===== src/design/stba_pkg.sv =====
`default_nettype none
package stba_pkg;

  localparam int DEF_TABLE_DEPTH = 2048;
  localparam int POS_W  = 13;
  localparam int ENT_W  = 13;
  localparam int TOT_W  = 12;
  localparam int ADDR_W = 15;

  localparam logic [1:0] REQ_FIXED  = 2'd0;
  localparam logic [1:0] REQ_SEARCH = 2'd1;
  localparam logic [1:0] REQ_FREE   = 2'd2;

  localparam logic [1:0] ST_DONE    = 2'd0;
  localparam logic [1:0] ST_NO_ROOM = 2'd1;
  localparam logic [1:0] ST_BAD     = 2'd2;
  localparam logic [1:0] ST_IGNORED = 2'd3;

  typedef struct packed {
    logic [1:0]  req_type;
    logic [10:0] start_block;
    logic [11:0] block_count;
    logic [11:0] search_end;
  } in_item_t;

  typedef struct packed {
    logic [1:0]  status;
    logic [10:0] placed_block;
    logic [11:0] next_candidate;
  } out_item_t;

  typedef struct packed {
    logic [ADDR_W-1:0] rd_addr;
    logic              wr_en;
    logic [ADDR_W-1:0] wr_addr;
    logic [ENT_W-1:0]  wr_data;
  } mem_req_t;

  function automatic logic [POS_W-1:0] seg_len(input logic [ENT_W-1:0] v);
    logic [ENT_W-1:0] neg;
    neg = -v;
    return v[ENT_W-1] ? POS_W'(neg) : POS_W'(v);
  endfunction

endpackage
`default_nettype wire


===== src/design/stba_ctrl.sv =====
`default_nettype none
module stba_ctrl
  import stba_pkg::*;
#(
  parameter int TABLE_DEPTH = DEF_TABLE_DEPTH
) (
  input  wire logic             clk,
  input  wire logic             rst_n,
  input  wire logic             start,
  input  wire in_item_t         in_item,
  output logic                  busy,
  output logic                  out_valid,
  output out_item_t             out_item,
  input  wire logic             cfg_valid,
  input  wire logic [TOT_W-1:0] cfg_data,
  output mem_req_t              mreq,
  input  wire logic [ENT_W-1:0] rd_data
);
  localparam int AW = $clog2(TABLE_DEPTH);
  localparam int TOT_RST = (TABLE_DEPTH < 2048) ? TABLE_DEPTH : 2048;
  localparam int TOT_MAX = (TABLE_DEPTH < 4095) ? TABLE_DEPTH : 4095;

  localparam logic [4:0] S_CLR    = 5'd0;
  localparam logic [4:0] S_IDLE   = 5'd1;
  localparam logic [4:0] S_FX_RD  = 5'd2;
  localparam logic [4:0] S_FX_CK  = 5'd3;
  localparam logic [4:0] S_FX_W2  = 5'd4;
  localparam logic [4:0] S_WK_RD  = 5'd5;
  localparam logic [4:0] S_WK_CK  = 5'd6;
  localparam logic [4:0] S_FX_DEC = 5'd7;
  localparam logic [4:0] S_FW1    = 5'd8;
  localparam logic [4:0] S_FW2    = 5'd9;
  localparam logic [4:0] S_FW3    = 5'd10;
  localparam logic [4:0] S_FAIL   = 5'd11;
  localparam logic [4:0] S_FR_DEC = 5'd12;
  localparam logic [4:0] S_FR_CK  = 5'd13;
  localparam logic [4:0] S_FR_W2  = 5'd14;
  localparam logic [4:0] S_FR_NRD = 5'd15;
  localparam logic [4:0] S_FR_NCK = 5'd16;
  localparam logic [4:0] S_FR_NW2 = 5'd17;

  logic [4:0]       state_r, state_nxt;
  logic [1:0]       typ_r, typ_nxt;
  logic [POS_W-1:0] s_r, s_nxt, n_r, n_nxt, e_r, e_nxt, c_r, c_nxt;
  logic [POS_W-1:0] wc_r, wc_nxt, wp_r, wp_nxt, nc_r, nc_nxt;
  logic [POS_W-1:0] idx_r, idx_nxt, ilen_r, ilen_nxt;
  logic [ENT_W-1:0] wpv_r, wpv_nxt;
  logic [AW-1:0]    clr_r, clr_nxt;
  logic [TOT_W-1:0] total_r, total_nxt;
  logic             ov_r;
  out_item_t        oi_r;

  logic             fin;
  out_item_t        fin_item;
  logic [POS_W-1:0] tot, in_s, in_n, in_e, len, nxt_pos;
  logic [ENT_W-1:0] cfg_clip;
  logic             vpos;

  assign busy      = (state_r != S_IDLE);
  assign out_valid = ov_r;
  assign out_item  = oi_r;

  always_comb begin
    tot      = POS_W'(total_r);
    in_s     = POS_W'(in_item.start_block);
    in_n     = POS_W'(in_item.block_count);
    in_e     = POS_W'(in_item.search_end);
    if (in_e > tot) begin
      in_e = tot;
    end
    len      = seg_len(rd_data);
    vpos     = !rd_data[ENT_W-1] && (rd_data != '0);
    nxt_pos  = idx_r + ilen_r;
    cfg_clip = ENT_W'(cfg_data);
    if (cfg_data == '0) begin
      cfg_clip = ENT_W'(1);
    end else if (32'(cfg_data) > TOT_MAX) begin
      cfg_clip = ENT_W'(TOT_MAX);
    end

    state_nxt = state_r;
    typ_nxt   = typ_r;
    s_nxt     = s_r;
    n_nxt     = n_r;
    e_nxt     = e_r;
    c_nxt     = c_r;
    wc_nxt    = wc_r;
    wp_nxt    = wp_r;
    wpv_nxt   = wpv_r;
    nc_nxt    = nc_r;
    idx_nxt   = idx_r;
    ilen_nxt  = ilen_r;
    clr_nxt   = clr_r;
    total_nxt = total_r;
    fin       = 1'b0;
    fin_item  = '0;
    mreq      = '0;

    case (state_r)
      S_CLR: begin
        mreq.wr_en   = 1'b1;
        mreq.wr_addr = ADDR_W'(clr_r);
        mreq.wr_data = (clr_r == '0) ? ENT_W'(total_r) : '0;
        clr_nxt      = clr_r + AW'(1);
        if (clr_r == AW'(TABLE_DEPTH - 1)) begin
          state_nxt = S_IDLE;
        end
      end
      S_IDLE: begin
        if (start) begin
          typ_nxt = in_item.req_type;
          s_nxt   = in_s;
          c_nxt   = in_s;
          n_nxt   = in_n;
          e_nxt   = in_e;
          wc_nxt  = '0;
          wp_nxt  = '0;
          wpv_nxt = '0;
          if (in_item.req_type > REQ_FREE || in_s >= tot) begin
            fin = 1'b1;
            fin_item.status = ST_BAD;
          end else if (in_item.req_type == REQ_FREE) begin
            state_nxt = S_WK_RD;
          end else if (in_n == '0) begin
            fin = 1'b1;
            fin_item.status = ST_BAD;
          end else if (in_item.req_type == REQ_FIXED) begin
            if (in_s + in_n > tot) begin
              fin = 1'b1;
              fin_item.status = ST_BAD;
            end else begin
              state_nxt = S_FX_RD;
            end
          end else if (in_s + in_n > in_e) begin
            fin = 1'b1;
            fin_item.status = ST_NO_ROOM;
          end else begin
            state_nxt = S_FX_RD;
          end
        end
      end
      S_FX_RD: begin
        mreq.rd_addr = ADDR_W'(c_r);
        state_nxt    = S_FX_CK;
      end
      S_FX_CK: begin
        if (rd_data != '0) begin
          if (vpos && len > n_r) begin
            mreq.wr_en   = 1'b1;
            mreq.wr_addr = ADDR_W'(c_r + n_r);
            mreq.wr_data = ENT_W'(len - n_r);
            state_nxt    = S_FX_W2;
          end else if (vpos && len == n_r) begin
            mreq.wr_en   = 1'b1;
            mreq.wr_addr = ADDR_W'(c_r);
            mreq.wr_data = ENT_W'(-n_r);
            fin          = 1'b1;
            fin_item.placed_block = c_r[10:0];
            state_nxt    = S_IDLE;
          end else begin
            nc_nxt    = c_r + len;
            state_nxt = S_FAIL;
          end
        end else begin
          wc_nxt    = '0;
          wp_nxt    = '0;
          wpv_nxt   = '0;
          state_nxt = S_WK_RD;
        end
      end
      S_FX_W2: begin
        mreq.wr_en   = 1'b1;
        mreq.wr_addr = ADDR_W'(c_r);
        mreq.wr_data = ENT_W'(-n_r);
        fin          = 1'b1;
        fin_item.placed_block = c_r[10:0];
        state_nxt    = S_IDLE;
      end
      S_WK_RD: begin
        mreq.rd_addr = ADDR_W'(wc_r);
        if (wc_r < c_r && wc_r < tot) begin
          state_nxt = S_WK_CK;
        end else begin
          state_nxt = (typ_r == REQ_FREE) ? S_FR_DEC : S_FX_DEC;
        end
      end
      S_WK_CK: begin
        if (len == '0) begin
          state_nxt = (typ_r == REQ_FREE) ? S_FR_DEC : S_FX_DEC;
        end else begin
          wp_nxt    = wc_r;
          wpv_nxt   = rd_data;
          wc_nxt    = wc_r + len;
          state_nxt = S_WK_RD;
        end
      end
      S_FX_DEC: begin
        if (!wpv_r[ENT_W-1] && wpv_r != '0 && wc_r >= c_r && wc_r - c_r >= n_r) begin
          state_nxt = S_FW1;
        end else begin
          nc_nxt    = wc_r;
          state_nxt = S_FAIL;
        end
      end
      S_FW1: begin
        mreq.wr_en   = 1'b1;
        mreq.wr_addr = ADDR_W'(c_r);
        mreq.wr_data = ENT_W'(-n_r);
        state_nxt    = S_FW2;
      end
      S_FW2: begin
        mreq.wr_en   = 1'b1;
        mreq.wr_addr = ADDR_W'(wp_r);
        mreq.wr_data = ENT_W'(c_r - wp_r);
        if (wc_r > c_r + n_r) begin
          state_nxt = S_FW3;
        end else begin
          fin       = 1'b1;
          fin_item.placed_block = c_r[10:0];
          state_nxt = S_IDLE;
        end
      end
      S_FW3: begin
        mreq.wr_en   = 1'b1;
        mreq.wr_addr = ADDR_W'(c_r + n_r);
        mreq.wr_data = ENT_W'(wc_r - c_r - n_r);
        fin          = 1'b1;
        fin_item.placed_block = c_r[10:0];
        state_nxt    = S_IDLE;
      end
      S_FAIL: begin
        if (typ_r == REQ_FIXED) begin
          fin       = 1'b1;
          fin_item.status = ST_NO_ROOM;
          fin_item.next_candidate = nc_r[11:0];
          state_nxt = S_IDLE;
        end else if (nc_r > c_r && nc_r + n_r <= e_r) begin
          c_nxt     = nc_r;
          state_nxt = S_FX_RD;
        end else begin
          fin       = 1'b1;
          fin_item.status = ST_NO_ROOM;
          state_nxt = S_IDLE;
        end
      end
      S_FR_DEC: begin
        mreq.rd_addr = ADDR_W'(s_r);
        if (wc_r != s_r) begin
          fin       = 1'b1;
          fin_item.status = ST_IGNORED;
          state_nxt = S_IDLE;
        end else begin
          state_nxt = S_FR_CK;
        end
      end
      S_FR_CK: begin
        if (!rd_data[ENT_W-1]) begin
          fin       = 1'b1;
          fin_item.status = ST_IGNORED;
          state_nxt = S_IDLE;
        end else if (wp_r != s_r && !wpv_r[ENT_W-1] && wpv_r != '0) begin
          mreq.wr_en   = 1'b1;
          mreq.wr_addr = ADDR_W'(wp_r);
          mreq.wr_data = ENT_W'(seg_len(wpv_r) + len);
          idx_nxt      = wp_r;
          ilen_nxt     = seg_len(wpv_r) + len;
          state_nxt    = S_FR_W2;
        end else begin
          mreq.wr_en   = 1'b1;
          mreq.wr_addr = ADDR_W'(s_r);
          mreq.wr_data = ENT_W'(len);
          idx_nxt      = s_r;
          ilen_nxt     = len;
          state_nxt    = S_FR_NRD;
        end
      end
      S_FR_W2: begin
        mreq.wr_en   = 1'b1;
        mreq.wr_addr = ADDR_W'(s_r);
        mreq.wr_data = '0;
        state_nxt    = S_FR_NRD;
      end
      S_FR_NRD: begin
        mreq.rd_addr = ADDR_W'(nxt_pos);
        if (nxt_pos < tot) begin
          state_nxt = S_FR_NCK;
        end else begin
          fin       = 1'b1;
          state_nxt = S_IDLE;
        end
      end
      S_FR_NCK: begin
        if (vpos) begin
          mreq.wr_en   = 1'b1;
          mreq.wr_addr = ADDR_W'(idx_r);
          mreq.wr_data = ENT_W'(ilen_r + len);
          state_nxt    = S_FR_NW2;
        end else begin
          fin       = 1'b1;
          state_nxt = S_IDLE;
        end
      end
      S_FR_NW2: begin
        mreq.wr_en   = 1'b1;
        mreq.wr_addr = ADDR_W'(nxt_pos);
        mreq.wr_data = '0;
        fin          = 1'b1;
        state_nxt    = S_IDLE;
      end
      default: begin
        state_nxt = S_IDLE;
      end
    endcase

    if (cfg_valid) begin
      total_nxt = cfg_clip[TOT_W-1:0];
      clr_nxt   = '0;
      state_nxt = S_CLR;
    end
  end

  always_ff @(posedge clk) begin
    if (!rst_n) begin
      state_r <= S_CLR;
      clr_r   <= '0;
      total_r <= TOT_W'(TOT_RST);
      ov_r    <= 1'b0;
    end else begin
      state_r <= state_nxt;
      clr_r   <= clr_nxt;
      total_r <= total_nxt;
      ov_r    <= fin;
    end
  end

  always_ff @(posedge clk) begin
    typ_r  <= typ_nxt;
    s_r    <= s_nxt;
    n_r    <= n_nxt;
    e_r    <= e_nxt;
    c_r    <= c_nxt;
    wc_r   <= wc_nxt;
    wp_r   <= wp_nxt;
    wpv_r  <= wpv_nxt;
    nc_r   <= nc_nxt;
    idx_r  <= idx_nxt;
    ilen_r <= ilen_nxt;
    if (fin) begin
      oi_r <= fin_item;
    end
  end
endmodule
`default_nettype wire


===== config.mk =====
export PLATFORM = sky130hd
export DESIGN_NAME = stba_ctrl
export DESIGN_NICKNAME = d
export VERILOG_FILES = /design/src/design/stba_pkg.sv /design/src/design/stba_ctrl.sv
export SDC_FILE = /design/constraint.sdc
export NUM_CORES = 1
export LEC_CHECK = 0
export ABC_AREA = 0
export BUFFER_PORTS_ARGS = -buffer_cell sky130_fd_sc_hd__buf_2
export CORE_MARGIN = 1.5
export CORE_UTILIZATION = 40
export CTS_CLUSTER_DIAMETER = 30
export DETAILED_ROUTE_END_ITERATION = 10
export PLACE_DENSITY_LB_ADDON = 0.12
export REMOVE_ABC_BUFFERS = 1
export SLEW_MARGIN = 20
export SYNTH_ARGS = -nofsm -noshare
export SYNTH_HDL_FRONTEND = slang
export SYNTH_SLANG_ARGS = --single-unit

===== constraint.sdc =====
create_clock -name clk -period 10.5 [get_ports clk]
set_clock_uncertainty 0.1 [all_clocks]
set_input_delay 1.05 -clock clk [delete_from_list [all_inputs] [get_ports clk]]
set_output_delay 1.05 -clock clk [all_outputs]
set_load 0.02 [all_outputs]

Word-level counts from Yosys, hierarchy flattened
Index checks and enable logic that the tools add are counted.
Widths: inputs -> output; s select.
{"block": "classes", "order_cmp": 15, "n_reduce_logical": 36, "eq_ne": 38, "addsub": 17, "muxes": 92, "bitwise_logic": 1}
{"cell": "$pmux 29 s9", "n": 1}
{"cell": "$mux 13", "n": 15}
{"cell": "$mux 29", "n": 5}
{"cell": "$pmux 13 s3", "n": 3}
{"cell": "$pmux 5 s15", "n": 1}
{"cell": "$add 13x13->13", "n": 5}
{"cell": "$mux 11", "n": 5}
{"cell": "$pmux 13 s2", "n": 2}
{"cell": "$pmux 13 s4", "n": 1}
{"cell": "$mux 5", "n": 10}
{"cell": "$mux 12", "n": 4}
{"cell": "$eq 5x4->1 const B", "n": 8}
{"cell": "$gt 13x13->1", "n": 3}
{"cell": "$mux 4", "n": 9}
{"cell": "$pmux 11 s3", "n": 1}
{"cell": "$add 13x12->13", "n": 2}
{"cell": "$gt 13x12->1", "n": 2}
{"cell": "$lt 13x12->1", "n": 2}
{"cell": "$mux 26", "n": 1}
{"cell": "$ne 13x11->1", "n": 2}
{"cell": "$neg 13->13", "n": 2}
{"cell": "$reduce_bool 13->1", "n": 2}
{"cell": "$sub 13x12->13", "n": 2}
{"cell": "$sub 13x13->13", "n": 2}
{"cell": "44 further kinds", "n": 109}
{"block": "word_totals", "output_inout_bits": 71, "reg_bits": 183, "word_cells": 218}

Depth between registers and ports, before layout
Gate-level depths: netlist of the first run.
{"block": "logic_depth", "ltp_word": 10, "ltp_mapped": 22}

Worst setup path after synthesis of the first run
No wires, ideal clock.
{"block": "synth_timing", "path_type": "input to output", "startpoint": "in rd_data[3]", "endpoint": "out mreq[20] (netlist bit)", "arrival_time_ps": 4345, "path_stages": 14, "slack_ps": 5005, "cell_sequence": "or4_4 > o41ai_4 > xor2_1 > inv_1 > ha_1 > and3_1 > a31oi_1 > o21ai_0 > a21oi_1 > o21ai_2 > and2_1 > nor2_1 > o2111ai_1 > a21o_1"}
{"element": "start: declaration", "line": "stba_ctrl.sv:17", "text": "input wire logic [ENT_W-1:0] rd_data"}
{"element": "end: declaration", "line": "stba_ctrl.sv:16", "text": "output mem_req_t mreq,"}

==> flow_metrics.tcl, run 1 <==
set metrics [dict create \
    cp_data_required_time_ns 9.35 \
    pin_count 137 \
    port_buffers 133 \
    die_w_um 218 \
    diodes 0 \
    ff_latch_area_sq_um 5170 \
    cp_max_fo 16 \
    hold_violations 0 \
    synth_cells 2084 \
    grt-ovfl-total 0 \
    yosysTopAreaCellShare_pct 24.7 \
    worst_ir_drop_vdd_v 0.0000880 \
    r2r-start "n_r[1]" \
    finalCritPeriodShare_pct 65.1 \
    wl_per_cell_um 28.4 \
    die_height_um 218 \
    whs_path_depth 2 \
    powerDensity_nw_per_um2 91.5 \
    grt_usage_pct 34.3 \
    ant_nets 0 \
    drv_slew 0 \
    hold_class "reg -> reg" \
    min_to "clr_r[10]" \
    rrSetupSlack_ns 4.45 \
    synth_cell_type_count 90 \
    grt_max_degree 40 \
    drt_wl_total_um 80700 \
    drc 0 \
    viasPerCell 6.22 \
    dp_slack_ns 3.78 \
    multiInputGateArea_sq_um 12700 \
    seq_area_frac_synth_pct 27.9 \
    filler_cell_count 4459 \
    cts_setup_buffers 0 \
    synth-seq-cells 182 \
    critPathKind "in -> out" \
    grt_pass1_wl_um 116000 \
    r2r_cells 19 \
    relSlewSlack_pct 22.5 \
    syn_area_sq_um 18600 \
    numCtsBuffers 17 \
    place_hpwl_um 63800 \
    synth.largest_area_cell "edfxtp_1" \
    worst_pin_slew_ns 1.16 \
    ctsResizeCount 0 \
    clkSinkCount 182 \
    dr.pass1.iters 9 \
    antenna_found_initial 3 \
    period_minus_slack_ns 6.84 \
    initial_core_util_pct 40.7 \
    r2r_end "out_valid" \
    synth_edf_count 153 \
    rsz0062_at_grt "false" \
    finalNetCount 2562 \
    p_leak_uw 0.00857 \
    start_kind "input pin" \
    hold_buffers 0 \
    die_area_sq_um 47700 \
    drt_iter0_drc 1815 \
    hold_start "clr_r[10]" \
    synth_area_leaders "edfxtp_1 25%, ha_1 17%, xnor2_1 5.6%" \
    ys.flop_type "edfxtp_1" \
    gp_congestion 1.02 \
    setup_violations 0 \
    max_freq_ghz 0.146 \
    drive_gt1_share_pct 12.1 \
    cts_tree "built" \
    critPathCaptureType "output pin" \
    setup_tns_ns 0 \
    syn_area_per_cell_sq_um 8.91 \
    vias 17672 \
    worst_slack_ns 3.66 \
    core_sq_um 45600 \
    grt_pass1_vias 16991 \
    outcome "complete, no violations" \
    yosysWarnings 0 \
    ys_async_sr_fraction_pct 0 \
    clock_latency_ns 0.52 \
    htree_num_levels 4 \
    cts_max_path_buffers 2 \
    crit_arrival_ns 5.69 \
    maxCapViolCount 0 \
    clk_pin_slew_worst_paths_ns 0.07 \
    syn_to_final_growth_pct 11.4 \
    core.rowCount 78 \
    root_buffer "clkbuf_16" \
]
through the flow:
step                util, %  power, uW  instances  area [sq um]  hold slack, ns
finish                 45.4       1890       2841         20700           0.461
detailed placement     44.1       1220       2809         20100           0.449
global route           45.4       1960       2841         20700           0.499
global placement       44.1       1210       2809         20100           0.434
CTS                    45.4       1900       2841         20700           0.460
floorplan                 -       1080       2035         18300           0.379
where the power goes:
part	total, uW	leakage (uW)	internal [uW]	switching, uW
Sequential	790	0.00158	782	7.02
Clock	684	0.000289	337	347
Combinational	419	0.00670	164	255
Total	1890	0.00857	1280	609
cell families (layout without fill, tap and decap cells):
group                    after synthesis  in the layout  share of synthesized area (%)
AND/OR/NAND/NOR                      659            659                           17.7
AO/OA/AOI/OAI                        566            566                           21.2
adder cells (fa/ha/maj)              268            268                           18.5
buffers and inverters                194            349                           4.18
flip-flops                           182            182                           27.9
XOR/XNOR                             175            175                           8.25
multiplexers                          39             39                           2.27
other                                  1              3                         0.0202
cell usage after synthesis, drive strengths merged, types with 22 or more instances:
| cell type | instances |
|---|---|
| clkbuf | 42 |
| o21ai | 119 |
| edfxtp | 153 |
| nand3 | 56 |
| xor2 | 57 |
| a22oi | 33 |
| and3 | 26 |
| nand2 | 144 |
| and2 | 56 |
| nand4 | 32 |
| dfxtp | 29 |
| inv | 143 |
| nor3 | 59 |
| xnor2 | 118 |
| a21o | 43 |
| mux2 | 25 |
| nor4 | 22 |
| a21oi | 132 |
| nor2b | 27 |
| o21a | 24 |
| nor2 | 170 |
| nand2b | 25 |
| ha | 256 |
registers in the layout, summed over array words and instances, names as in the netlist:
register and cells:
out_item 25, c_r 13, idx_r 13, ilen_r 13, nc_r 13, wc_r 13, wp_r 13, wpv_r 13
e_r 12, n_r 12, total_r 12, clr_r 11, s_r 11, state_r 5, typ_r 2, out_valid 1
how the worst max path moves through the flow:
stage / startpoint / to / slack, ns / cells after the start
floorplan: rd_data[3] / mreq[20] / 4.92 / 14
global placement: rd_data[3] / mreq[26] / 3.87 / 15
detailed placement: rd_data[3] / mreq[26] / 3.78 / 15
CTS: rd_data[3] / mreq[20] / 3.75 / 16
global route: rd_data[3] / mreq[20] / 3.44 / 16
finish: rd_data[3] / mreq[26] / 3.66 / 15
metal layers:
layer / routed length (um) / part of all wire (%) / GRT usage [%] / vias to the layer above
met3: 6110 / 7.6 / 5.92 / 200
met4: 4940 / 6.1 / 19.9 / 2
met5: 7 / 0.0087 / 0 / -
met2: 35100 / 43 / 52.4 / 852
met1: 34600 / 43 / 45.3 / 8507
li1: - / - / - / 8111
placed cells by master (no fill, tap or decap), types with 27 or more instances in the layout:
cell / n
nor2b_1: 27
nand3_1: 56
inv_1: 143
xnor2_1: 118
nor3_1: 53
xor2_1: 57
nor2_1: 168
a21oi_1: 129
buf_2: 133
dfxtp_1: 29
and2_1: 53
a22oi_1: 33
ha_1: 256
edfxtp_1: 153
o21ai_0: 97
a21o_1: 43
nand4_1: 32
buf_4: 41
nand2_1: 144
cell type report:
type                    count  share of cell area [%]
clock inverters            15                   0.762
clock buffers              17                    2.06
inverters                 143                    2.59
multi-input cells        1710                    61.2
flip-flops and latches    182                    25.0
well taps                 600                    3.63
repair buffers            174                    4.70
critical path: stages:
cell	delay, ns
buf_2	0.16
or4_4	0.60
o41ai_4	0.40
xor2_1	0.25
inv_1	0.21
ha_1	0.44
and3_1	0.21
a31oi_1	0.08
o21ai_0	0.09
a21oi_1	0.11
o21ai_2	0.66
and2_1	0.26
nor2_1	0.21
nor3_1	0.68
buf_2	0.29
Power figures use the tool's default switching activity.
==> run 2, diff against run 1 <==
==> constraint.sdc (replaced) <==
create_clock -name clk -period 6.37 [get_ports clk]
set_clock_uncertainty 0.1 [all_clocks]
set_input_delay 0.637 -clock clk [delete_from_list [all_inputs] [get_ports clk]]
set_output_delay 0.637 -clock clk [all_outputs]
set_load 0.02 [all_outputs]
==> flow_metrics.tcl, run 2 (synthesis results as in run 1) <==
set metrics [dict create \
    period_minus_slack_ns 5.90 \
    drv_slew 0 \
    relSlewSlack_pct 16.3 \
    drt_iter0_drc 2167 \
    die_height_um 218 \
    start_kind "input pin" \
    drive_gt1_share_pct 12.4 \
    ant_nets 0 \
    place_hpwl_um 64600 \
    place_inst 2819 \
    setup_tns_ns 0 \
    drc 0 \
    antenna_found_initial 4 \
    setup_violations 0 \
    filler_cell_count 4513 \
    crit_arrival_ns 5.16 \
    grt-ovfl-total 0 \
    clock_latency_ns 0.52 \
    core.rowCount 78 \
    grt_pass1_vias 16810 \
    initial_core_util_pct 40.7 \
    worst_pin_slew_ns 1.25 \
    final_common_cell "ha_1" \
    outcome "complete, no violations" \
    pin_count 137 \
    gp_congestion 1.04 \
    cp_max_fo 7 \
    vias 17811 \
    worst_ir_drop_vdd_v 0.000169 \
    cp_data_required_time_ns 5.63 \
    hold_buffers 0 \
    final_cell_mix "256 x ha_1, 168 x nor2_1, 153 x edfxtp_1" \
    critPathCaptureType "output pin" \
    viasPerCell 6.24 \
    hold_violations 0 \
    drt_wl_total_um 81900 \
    numCtsBuffers 17 \
    finalNetCount 2572 \
    grt_pass1_wl_um 117000 \
    port_buffers 133 \
    stdcell_count 2853 \
    syn_to_final_growth_pct 11.7 \
    die_w_um 218 \
    maxCapViolCount 0 \
    hold_class "in -> reg" \
    rsz0062_at_grt "false" \
    dr.pass1.iters 6 \
    largest_register_ffs 25 \
    max_freq_ghz 0.170 \
    core_sq_um 45600 \
    die_area_sq_um 47700 \
    ctsResizeCount 0 \
    finalCritPeriodShare_pct 92.6 \
    htree_num_levels 4 \
    cts_max_path_buffers 2 \
    grt_usage_pct 34.4 \
    powerDensity_nw_per_um2 149 \
    clk_pin_slew_worst_paths_ns 0.08 \
    wl_per_cell_um 28.7 \
    clkSinkCount 182 \
    p_leak_uw 0.00873 \
    cts_setup_buffers 0 \
    grt_max_degree 38 \
    final_util_pct 45.5 \
    place_area_sq_um 20200 \
    critPathKind "in -> out" \
    final_cell_area_sq_um 20700 \
    root_buffer "clkbuf_16" \
    cts_tree "built" \
]
-- run 2: cell type report --
cell class              count  area (sq um)  share of cell area [%]
well taps                 600           751                    3.62
flip-flops and latches    182          5170                    25.0
repair buffers            184          1050                    5.06
diodes                      2          5.00                  0.0241
multi-input cells        1710         12700                    61.0
inverters                 143           537                    2.59
clock buffers              17           425                    2.05
clock inverters            15           143                   0.688
-- run 2: worst max-delay path, stage by stage --
cell and delay (ns):
buf_2 0.15, nor4_2 0.49, nand2_1 0.14, o21ai_0 0.22
xor2_1 0.51, inv_1 0.38, ha_1 0.42, nand3_1 0.12
nor4_1 0.49, nor2_1 0.13, nand2_1 0.11, o21ai_2 0.11
nand2_1 0.39, o21ai_0 0.17, a211oi_1 0.28, o221ai_1 0.20
buf_2 0.20
-- run 2: through the flow --
stage / power (uW) / hold WS (ns) / setup WS [ns]
floorplan: 1760 / 0.379 / 1.50
global placement: 1990 / 0.419 / 0.472
detailed placement: 1990 / 0.432 / 0.517
CTS: 3090 / 0.221 / 0.526
global route: 3200 / 0.233 / 0.280
finish: 3090 / 0.242 / 0.475
-- run 2: metal layers --
layer / routed length [um] / track usage, % / share of wire [%] / vias up
met3: 6860 / 6.82 / 8.4 / 204
met2: 35300 / 52.0 / 43 / 928
met4: 4590 / 17.7 / 5.6 / 4
met1: 35000 / 46.4 / 43 / 8563
li1: - / - / - / 8112
met5: 23 / 0 / 0.028 / -
-- run 2: power by group --
part / leakage [uW] / internal (uW) / total (uW) / switching (uW)
logic: 0.00687 / 263 / 675 / 412
clock network: 0.000278 / 547 / 1110 / 565
registers: 0.00159 / 1290 / 1300 / 12.1
total: 0.00873 / 2100 / 3090 / 989
-- run 2: path summary, 6_finish.rpt --
| kind | start | to | slack [ns] | cells after the start |
|---|---|---|---|---|
| setup reg to reg | total_r[5] | out_valid | 0.80 | 18 |
| hold / removal | in_item[18] | n_r[6] | 0.24 | 1 |
| hold reg to reg | clr_r[9] | clr_r[9] | 0.44 | 2 |
| setup / recovery | rd_data[3] | mreq[11] | 0.47 | 17 |
